`config.mk`:
```
export PLATFORM = sky130hd
export DESIGN_NAME = pvg_ctrl
export DESIGN_NICKNAME = d
export VERILOG_FILES = /design/src/sv/pvg_pkg.sv /design/src/sv/pvg_ctrl.sv
export SDC_FILE = /design/constraint.sdc
export NUM_CORES = 1
export LEC_CHECK = 0
export ABC_AREA = 1
export BUFFER_PORTS_ARGS = -buffer_cell sky130_fd_sc_hd__buf_2
export CAP_MARGIN = 10
export CORE_MARGIN = 2
export CORE_UTILIZATION = 45
export DETAILED_ROUTE_END_ITERATION = 8
export GPL_ROUTABILITY_DRIVEN = 0
export GPL_TIMING_DRIVEN = 0
export PLACE_DENSITY = 0.78
export RECOVER_POWER = 50
export SYNTH_ARGS = -nofsm -noshare
export SYNTH_HDL_FRONTEND = slang
export SYNTH_SLANG_ARGS = --single-unit
```
`constraint.sdc`:
```
create_clock -name clk_i -period 1.2 [get_ports clk_i]
set_input_delay 0.24 -clock clk_i [delete_from_list [all_inputs] [get_ports clk_i]]
set_output_delay 0.24 -clock clk_i [all_outputs]
set_load 0.02 [all_outputs]
```
`src/sv/pvg_pkg.sv`:
```
// Shared types, constants and the log table for the partisan voter event block.
package pvg_pkg;

  // Fixed field widths
  localparam int POP_W     = 12;
  localparam int ZEAL_W    = 11;
  localparam int NOISE_W   = 16;
  localparam int HOR_W     = 32;
  localparam int UNI_W     = 32;
  localparam int TIME_W    = 56;
  localparam int AGENT_W   = 12;
  localparam int BIAS_W    = NOISE_W + 1;
  localparam int LOG_W     = 21;
  localparam int TWO_W     = POP_W + 1;
  localparam int SHIFT_W   = 5;
  localparam int CFG_IDX_W = 2;

  localparam logic [BIAS_W-1:0] ONE_Q16 = BIAS_W'(65536);
  localparam logic [15:0]       LN2_Q16 = 16'd45426;
  localparam logic [TIME_W-1:0] TIME_MAX = {TIME_W{1'b1}};

  // Register reset values
  localparam logic [POP_W-1:0]   POP_RST   = 12'd100;
  localparam logic [ZEAL_W-1:0]  ZEAL_RST  = 11'd10;
  localparam logic [NOISE_W-1:0] NOISE_RST = 16'd0;
  localparam logic [HOR_W-1:0]   HOR_RST   = 32'd10000000;

  // Register indexes
  localparam logic [CFG_IDX_W-1:0] CFG_POPULATION = 2'd0;
  localparam logic [CFG_IDX_W-1:0] CFG_ZEALOTS    = 2'd1;
  localparam logic [CFG_IDX_W-1:0] CFG_NOISE      = 2'd2;
  localparam logic [CFG_IDX_W-1:0] CFG_HORIZON    = 2'd3;

  // Run end codes
  localparam logic [1:0] END_RUNNING  = 2'd0;
  localparam logic [1:0] END_FIXATED  = 2'd1;
  localparam logic [1:0] END_HORIZON  = 2'd2;
  localparam logic [1:0] END_STALL    = 2'd3;

  // Event codes
  localparam logic [1:0] EV_MP_TO_PLUS  = 2'd0;
  localparam logic [1:0] EV_PP_TO_MINUS = 2'd1;
  localparam logic [1:0] EV_PM_TO_MINUS = 2'd2;
  localparam logic [1:0] EV_MM_TO_PLUS  = 2'd3;

  typedef struct packed {
    logic [UNI_W-1:0] exp_uniform;
    logic [UNI_W-1:0] select_uniform;
  } in_item_t;

  typedef struct packed {
    logic [1:0]         run_end;
    logic [1:0]         event_kind;
    logic [TIME_W-1:0]  sim_time;
    logic [AGENT_W-1:0] agents_plus_plus_pref;
    logic [AGENT_W-1:0] agents_plus_minus_pref;
  } out_item_t;

  typedef enum logic [3:0] {
    OP_NONE,
    OP_LOAD,
    OP_MUL1,
    OP_MUL2,
    OP_SUM,
    OP_NORM,
    OP_LOG1,
    OP_LOG2,
    OP_NUM,
    OP_DIV,
    OP_HI,
    OP_SEL,
    OP_EMIT
  } dp_op_e;

  typedef struct packed {
    dp_op_e     op;
    logic [1:0] end_code;
  } dp_cmd_t;

  typedef struct packed {
    logic total_zero;
    logic norm_done;
    logic div_last;
    logic fixated;
    logic horizon_hit;
  } dp_stat_t;

  // ln(1+i/16) in Q16, i = 0..16
  function automatic logic [15:0] ln1p_q16(input logic [4:0] idx);
    logic [15:0] v;
    unique case (idx)
      5'd0:    v = 16'd0;
      5'd1:    v = 16'd3973;
      5'd2:    v = 16'd7719;
      5'd3:    v = 16'd11262;
      5'd4:    v = 16'd14624;
      5'd5:    v = 16'd17821;
      5'd6:    v = 16'd20870;
      5'd7:    v = 16'd23783;
      5'd8:    v = 16'd26573;
      5'd9:    v = 16'd29248;
      5'd10:   v = 16'd31818;
      5'd11:   v = 16'd34292;
      5'd12:   v = 16'd36675;
      5'd13:   v = 16'd38975;
      5'd14:   v = 16'd41196;
      5'd15:   v = 16'd43345;
      5'd16:   v = 16'd45426;
      default: v = 16'd0;
    endcase
    return v;
  endfunction

endpackage

```
`src/sv/pvg_ctrl.sv`:
```
// Controller: sequences one event through the datapath and owns the handshakes.
module pvg_ctrl (
  input  logic              clk_i,
  input  logic              rst_ni,
  input  logic              in_valid_i,
  output logic              in_ready_o,
  output logic              out_valid_o,
  input  logic              out_ready_i,
  input  pvg_pkg::dp_stat_t stat_i,
  output pvg_pkg::dp_cmd_t  cmd_o
);
  import pvg_pkg::*;

  typedef enum logic [3:0] {
    S_IDLE, S_W1, S_W2, S_WSUM, S_TEST, S_NORM, S_LOG1, S_LOG2,
    S_NUM, S_DIV, S_HI, S_SEL, S_FIN, S_EMIT
  } state_e;

  state_e     state_q, state_d;
  logic       pass2_q, pass2_d;
  logic [1:0] end_q, end_d;
  logic       out_valid_q, out_valid_d;
  logic       out_free;

  always_comb begin
    out_free    = !out_valid_q || out_ready_i;
    state_d     = state_q;
    pass2_d     = pass2_q;
    end_d       = end_q;
    out_valid_d = out_valid_q && !out_ready_i;
    cmd_o.op       = OP_NONE;
    cmd_o.end_code = end_q;
    unique case (state_q)
      S_IDLE: if (in_valid_i) begin
        cmd_o.op = OP_LOAD;
        pass2_d  = 1'b0;
        state_d  = S_W1;
      end
      S_W1: begin
        cmd_o.op = OP_MUL1;
        state_d  = S_W2;
      end
      S_W2: begin
        cmd_o.op = OP_MUL2;
        state_d  = S_WSUM;
      end
      S_WSUM: begin
        cmd_o.op = OP_SUM;
        state_d  = pass2_q ? S_FIN : S_TEST;
      end
      S_TEST: begin
        if (stat_i.total_zero) begin
          end_d   = END_STALL;
          state_d = S_EMIT;
        end else begin
          state_d = S_NORM;
        end
      end
      S_NORM: begin
        if (stat_i.norm_done) state_d = S_LOG1;
        else cmd_o.op = OP_NORM;
      end
      S_LOG1: begin
        cmd_o.op = OP_LOG1;
        state_d  = S_LOG2;
      end
      S_LOG2: begin
        cmd_o.op = OP_LOG2;
        state_d  = S_NUM;
      end
      S_NUM: begin
        cmd_o.op = OP_NUM;
        state_d  = S_DIV;
      end
      S_DIV: begin
        cmd_o.op = OP_DIV;
        if (stat_i.div_last) state_d = S_HI;
      end
      S_HI: begin
        cmd_o.op = OP_HI;
        state_d  = S_SEL;
      end
      S_SEL: begin
        cmd_o.op = OP_SEL;
        pass2_d  = 1'b1;
        state_d  = S_W1;
      end
      S_FIN: begin
        if (stat_i.fixated)          end_d = END_FIXATED;
        else if (stat_i.total_zero)  end_d = END_STALL;
        else if (stat_i.horizon_hit) end_d = END_HORIZON;
        else                         end_d = END_RUNNING;
        state_d = S_EMIT;
      end
      S_EMIT: if (out_free) begin
        cmd_o.op    = OP_EMIT;
        out_valid_d = 1'b1;
        state_d     = S_IDLE;
      end
      default: state_d = S_IDLE;
    endcase
  end

  always_ff @(posedge clk_i or negedge rst_ni) begin
    if (!rst_ni) begin
      state_q     <= S_IDLE;
      pass2_q     <= 1'b0;
      end_q       <= END_RUNNING;
      out_valid_q <= 1'b0;
    end else begin
      state_q     <= state_d;
      pass2_q     <= pass2_d;
      end_q       <= end_d;
      out_valid_q <= out_valid_d;
    end
  end

  assign in_ready_o  = (state_q == S_IDLE);
  assign out_valid_o = out_valid_q;

endmodule

```
After elaboration in Yosys (flattened, before gate mapping)
Cells that the tools add are included.

Add/subtract/negate cells: 0. Multiply operators: 0. Div/mod/pow operators: 0. Order comparisons: 0. Equal/unequal tests: 18. Shift operators: 0. Muxes and demuxes: 20. Bitwise logic cells: 0. Reduce and logical (&&, ||, !) cells: 10.

Operators by type and width (number): $pmux W4 S14 (1); $pmux W4 S12 (1); $mux W4 (7); $eq A4 B4 Y1 const B (6); $eq A4 B3 Y1 const B (4); $ne A2 B2 Y1 const B (5); $eq A4 B2 Y1 const B (2); $mux W2 (4); $eq A4 B1 Y1 const B (1); $logic_not A4 Y1 (1); $mux W1 (4); $pmux W2 S2 (1); $reduce_and A2 Y1 (2); $reduce_and A4 Y1 (1); $reduce_bool A2 Y1 (2); $mux W3 (1); $logic_not A1 Y1 (2); $pmux W1 S2 (1); $logic_and A1 B1 Y1 (1); $logic_or A1 B1 Y1 (1).

Flip-flop bits (word level): 8. Bits in latches: 0. Memory bits (writable): 0. Memory bits (read-only): 0. Output and inout port bits: 8. Memories: 0.

Logic depth before layout (Yosys ltp)
Gate-level depths: netlist of run 1.

Depth in word-level cells: 4. Mapped depth: 9. Depth with buffers taken out: 8.

Worst setup path after synthesis of run 1
No wires, ideal clock.

Kind: register -> output. From: register state_q[0]. To: output port cmd_o[2] (netlist bit). Data arrival time: 1363 ps. Data required time: 960 ps. Setup slack: -403 ps. Stages on the path, launching flop included: 7. Buffers on the path: 1. Cell sequence: dfrtp_1 -> buf_6 -> nor2_2 -> inv_2 -> nor2_1 -> nand2_1 -> nand4_1.

RTL lines: from (decl) (line pvg_ctrl.sv:19) `state_e state_q, state_d;`; from (signal assigned) (line pvg_ctrl.sv:111) `state_q <= state_d;`; to (decl) (line pvg_ctrl.sv:10) `output pvg_pkg::dp_cmd_t cmd_o`.

==> results.cfg, run 1 <==
[run_status]
violations = setup timing
outcome = complete, but fails checks

[synth]
yosys_warnings = 0
avgSynthCellArea_um2 = 7.18
ys_ff_latch = 8
ys_seq_area_share_pct = 31.7
synth_cell_type_count = 22
synth_nets = 97
synth_cells = 88
syn-cell-area_um2 = 632

[floorplan]
ios = 17
initial_utilization_pct = 48.6
die_y_um = 41.5
die-area_mm2 = 0.00172
placementRows = 13
die_x_um = 41.5
core_mm2 = 0.00130

[clock_network]
cts-root-buf = clkbuf_4
cts_buffers = 3
clk_pin_slew_ns = 0.06
cts_tree = done
cts.htree.levels = 1
clockBufferDepth = 2
insertion_delay_ns = 0.26
cts_sinks = 8

[routing]
totalWireLength_um = 1780
drcViolationCount = 0
vias = 714
ant_nets = 0
vias_per_cell = 5.25
wl_per_cell_um = 13.1
drtIter0Drc = 37
first_pass_iters = 4

[setup_path]
start_kind = flop
crit_type = flop to output pin
cp-end-kind = output pin
arrival_ns = 1.36
crit_required_ns = 0.96
crit_fanout = 4

[global_routing]
gr-total-overflow = 0
antenna_found_initial = 0
grt_pass1_vias = 692
grt_usage_pct = 22.9
grt_max_degree = 9
grt_pass1_wl_um = 3120

[timing]
setup_tns_ns = -2.22
relSlewSlack_pct = 70.7
slew_viol_final = 0
fin_ws_ns = -0.400
fmax_mhz = 625
min_period_ns = 1.60
finClkSkew_ns = 0.00646
rsz0062_at_grt = yes
hold_slack_ns = 0.283
setup-violations-final = 10
tightestPinTransition_ns = 0.440
finalCritPeriodShare_pct = 133
hold_viol_final = 0

[final_layout]
final_util_pct = 79.3
nNetsFinal = 131
fin_area_mm2 = 0.00103
fill_cells = 79
drive_gt1_share_pct = 55.4
area_growth_pct = 63.4
n_antenna_cell = 0

[power_and_ir_drop]
max-vdd-ir-drop_uv = 1910
p_leak_nw = 0.524
power.density_mw_per_mm2 = 2910

[hold_path]
hp-class = primary input to flop

[placed_design]
pre_cts_slack_ns = -0.217
place_hpwl_um = 1120
portBuffers = 16
post_dp_cell_area_um2 = 798

[run]
drv_cap = 0
metal layers:
| metal | share of wire [%] | routed length [um] | GRT usage, % | vias up |
|---|---|---|---|---|
| met2 | 52 | 922 | 37.2 | 38 |
| met1 | 40 | 708 | 30.4 | 329 |
| met3 | 6.7 | 120 | 6.09 | 6 |
| li1 | - | - | - | 341 |
| met5 | 0 | 0 | 0 | - |
| met4 | 1.8 | 32 | 5.16 | 0 |
layout make-up:
class / count / area, um^2 / share of cell area (%)
buffer: 3 / 33.8 / 3.27
clock buffer: 4 / 26.3 / 2.55
inverter: 14 / 62.6 / 6.06
multi-input combinational: 63 / 479 / 46.4
sequential: 8 / 201 / 19.5
tap: 15 / 18.8 / 1.82
timing repair buffer: 29 / 210 / 20.4
timing repair:
| item | in CTS | in global routing |
|---|---|---|
| endpoints found under the hold margin | 8 | 0 |
| gates resized for setup | 27 | 3 |
| hold buffers | 1 | 0 |
| endpoints found under the setup margin | 8 | 10 |
| setup buffers | 12 | 2 |
| pin swaps | 15 | 3 |
registers in the layout, summed over array words and instances (netlist names):
name	cells
end_q	2
pass2_q	1
out_valid_o	1
state_q	4
path summary, 6_finish.rpt:
| path | startpoint | cells past startpoint | endpoint | slack (ns) |
|---|---|---|---|---|
| max | state_q[1] | 6 | cmd_o[4] | -0.40 |
| min | stat_i[1] | 3 | end_q[0] | 0.28 |
| max reg2reg | state_q[1] | 9 | state_q[3] | -0.15 |
| min reg2reg | pass2_q | 2 | pass2_q | 0.50 |
| max in group asynchronous | rst_ni | 2 | state_q[1] | 0.45 |
| min in group asynchronous | rst_ni | 2 | out_valid_o | 0.43 |
synthesized netlist by cell type:
cell       count  area (um^2)
dfrtp_1        8          200
nand2_2        4         25.0
buf_4          1         7.51
o211ai_1       1         7.51
inv_2          4         15.0
nor2_2         2         12.5
o21ai_1        3         15.0
nor3_2         1         10.0
o21bai_4       1         18.8
a21oi_1        4         20.0
nand3b_2       1         11.3
nor2_1        13         48.8
buf_6          2         22.5
o21ai_0        2         10.0
nand2_4        3         33.8
nand4_1        1         6.26
nor2_4         2         22.5
nor3_1         1         5.00
nand2_1       17         63.8
nand3_1        6         30.0
o2111ai_1      1         8.76
inv_1         10         37.5
stage by stage:
stage	power [mW]	std cells
after floorplan	1.80	88
after global placement	2.10	119
after detailed placement	2.14	119
after CTS	2.93	136
after global routing	3.20	136
final	3.00	136
logic make-up (layout without fill, tap and decap cells):
kind of cell	Yosys count	count (layout)	synth area share, %
simple gates	51	51	42.6
buf+inv	17	50	13.1
compound gates	12	12	12.7
flops	8	8	31.7
layout by cell type, fill, tap and decap left out, types with 2 or more instances in the layout:
cell type / n
buf_6: 8
clkbuf_1: 2
inv_1: 8
nor2_1: 10
nor2_4: 7
clkbuf_4: 3
nand2_8: 2
nand3_1: 6
nand2_4: 7
inv_2: 4
nand2_1: 10
o21ai_1: 2
o21ai_0: 2
buf_4: 12
a21oi_1: 3
dfrtp_1: 7
buf_2: 10
nand2_2: 5
power by group:
group,internal (mW),switching [mW]
Clock,0.128,0.0972
Combinational,1.00,1.29
Sequential,0.394,0.0890
Total,1.53,1.48
critical path, stage by stage (launching register included):
cell	delay, ns
dfrtp_2	0.47
inv_2	0.11
nand2_4	0.07
nor2_4	0.14
nand2_4	0.08
o2111ai_4	0.10
buf_6	0.14
Note: power is estimated with default switching activity, not from simulation.
==> run 2: changes to the inputs <==
Settings changed: SETUP_SLACK_MARGIN from default to 0.5.
==> run 2 against run 1 <==
Against the previous run:
- the flow still finishes with violations (setup timing)
- power increased by 17%
- maximum frequency decreased by 4.3%
- worst setup slack got worse by 0.072 ns
- utilization grew 10 points
- worst hold slack worse by 0.015 ns
- critical path depth did not move
- clock power rose by 15%
- clock skew rose by 0.0089 ns
- sequential share of layout area down 2.2 points
- largest cell class unchanged
==> results.cfg, run 2 (synthesis results as in run 1) <==
[run_status]
outcome = complete, but fails checks
violations = setup timing

[timing]
fin_ws_ns = -0.472
slew_viol_final = 0
setup_tns_ns = -4.04
setup-violations-final = 12
relSlewSlack_pct = 71.4
fmax_mhz = 598
hold_slack_ns = 0.268
min_period_ns = 1.67
tightestPinTransition_ns = 0.428
finClkSkew_ns = 0.0154
rsz0062_at_grt = yes
finalCritPeriodShare_pct = 139
hold_viol_final = 0

[clock_network]
clk_pin_slew_ns = 0.08
cts-root-buf = clkbuf_4
cts.htree.levels = 1
cts_tree = done
cts_buffers = 3
cts_sinks = 8
insertion_delay_ns = 0.28
clockBufferDepth = 2

[placed_design]
place_hpwl_um = 1220
dpl.cell_count = 119
portBuffers = 16

[setup_path]
cp-end-kind = output pin
crit_fanout = 4
crit_type = flop to output pin
reg2reg_slack_ns = -0.33
r2r-start = state_q[3]
r2r_end = state_q[3]
crit_required_ns = 0.96
arrival_ns = 1.43
start_kind = flop
reg2reg_depth = 8

[routing]
wl_per_cell_um = 19.4
first_pass_iters = 4
totalWireLength_um = 2830
ant_nets = 0
vias_per_cell = 5.84
drcViolationCount = 0
vias = 853
drtIter0Drc = 26

[hold_path]
hp-class = primary input to flop
whs_path_depth = 3
holdCritStartpoint = stat_i[1]
hold_end = end_q[0]

[final_layout]
n_antenna_cell = 0
drive_gt1_share_pct = 59.5
area_growth_pct = 84.6
final_cells = 146
reg_top3 = state_q: 4 flops, end_q: 2 flops
nNetsFinal = 141
fill_cells = 61
top_register = state_q
layout_common_cells = 18 x buf_4, 15 x buf_6, 11 x nand2_1
layout_commonest_cell = buf_4
largest_reg_flops = 4

[global_routing]
grt_pass1_vias = 777
grt_pass1_wl_um = 3460
grt_max_degree = 9
gr-total-overflow = 0
antenna_found_initial = 0
grt_usage_pct = 27.0

[floorplan]
die-area_mm2 = 0.00172
ios = 17
die_y_um = 41.5
placementRows = 13
core_mm2 = 0.00130
die_x_um = 41.5
initial_utilization_pct = 48.6

[power_and_ir_drop]
power.density_mw_per_mm2 = 3020
p_leak_nw = 0.587
max-vdd-ir-drop_uv = 2110
p_total_mw = 3.52

[run]
drv_cap = 0
## run 2: cell count changes in the layout (fill, tap and decap cells not counted), moves of 2 or more
cell / change
buf_2: -3
buf_6: +7
nor2_2: +2
buf_4: +6
nor2_1: -2
nand2_2: -2
## run 2: through the flow
stage	cell area (um^2)	util, %	setup WS (ns)
final	1170	89.6	-0.472
after global routing	1170	89.6	-0.513
after CTS	1060	81.7	-0.392
after detailed placement	822	63.2	-0.217
after global placement	822	63.2	-0.195
after floorplan	723	-	-0.133
## run 2: metal layers
layer,part of all wire (%),routed length [um],vias up,GRT usage (%)
met5,0,0,-,0
met4,4.8,136,0,18.7
met3,7.6,214,18,4.78
met2,53,1490,63,49.1
met1,35,989,408,27.4
li1,-,-,364,-
## run 2: critical path, cell delays in order (launching register included)
cell,delay (ns)
dfrtp_2,0.48
inv_2,0.11
nand2_4,0.08
nor2_4,0.15
nand2_4,0.08
o2111ai_4,0.10
buf_6,0.14
## run 2: worst max path at each step
stage | from | to | slack, ns
CTS | state_q[3] | cmd_o[4] | -0.39
floorplan | state_q[0] | cmd_o[2] | -0.13
finish | state_q[1] | cmd_o[4] | -0.47
detailed placement | state_q[1] | cmd_o[4] | -0.22
global route | state_q[1] | cmd_o[2] | -0.51
global placement | state_q[1] | cmd_o[4] | -0.20
## run 2: timing repair
item | 4_1_cts | 5_1_grt
buffers inserted | 14 | 8
pin swaps | 14 | 7
gates resized for setup | 27 | 11
hold buffers | 1 | 0
endpoints found under the hold margin | 8 | 0
setup endpoints to repair | 16 | 16
## run 2: power breakdown
group	internal, mW	switching (mW)
Sequential	0.394	0.108
Combinational	1.24	1.52
Clock	0.129	0.129
Total	1.77	1.75
## run 2: final cells by class
type,instances,area (um^2),area share [%]
Clock buffer,4,26.3,2.25
Buffer,3,33.8,2.90
Multi-Input combinational cell,63,499,42.8
Sequential cell,8,201,17.3
Inverter,14,67.6,5.79
Timing Repair Buffer,39,319,27.4
Tap cell,15,18.8,1.61
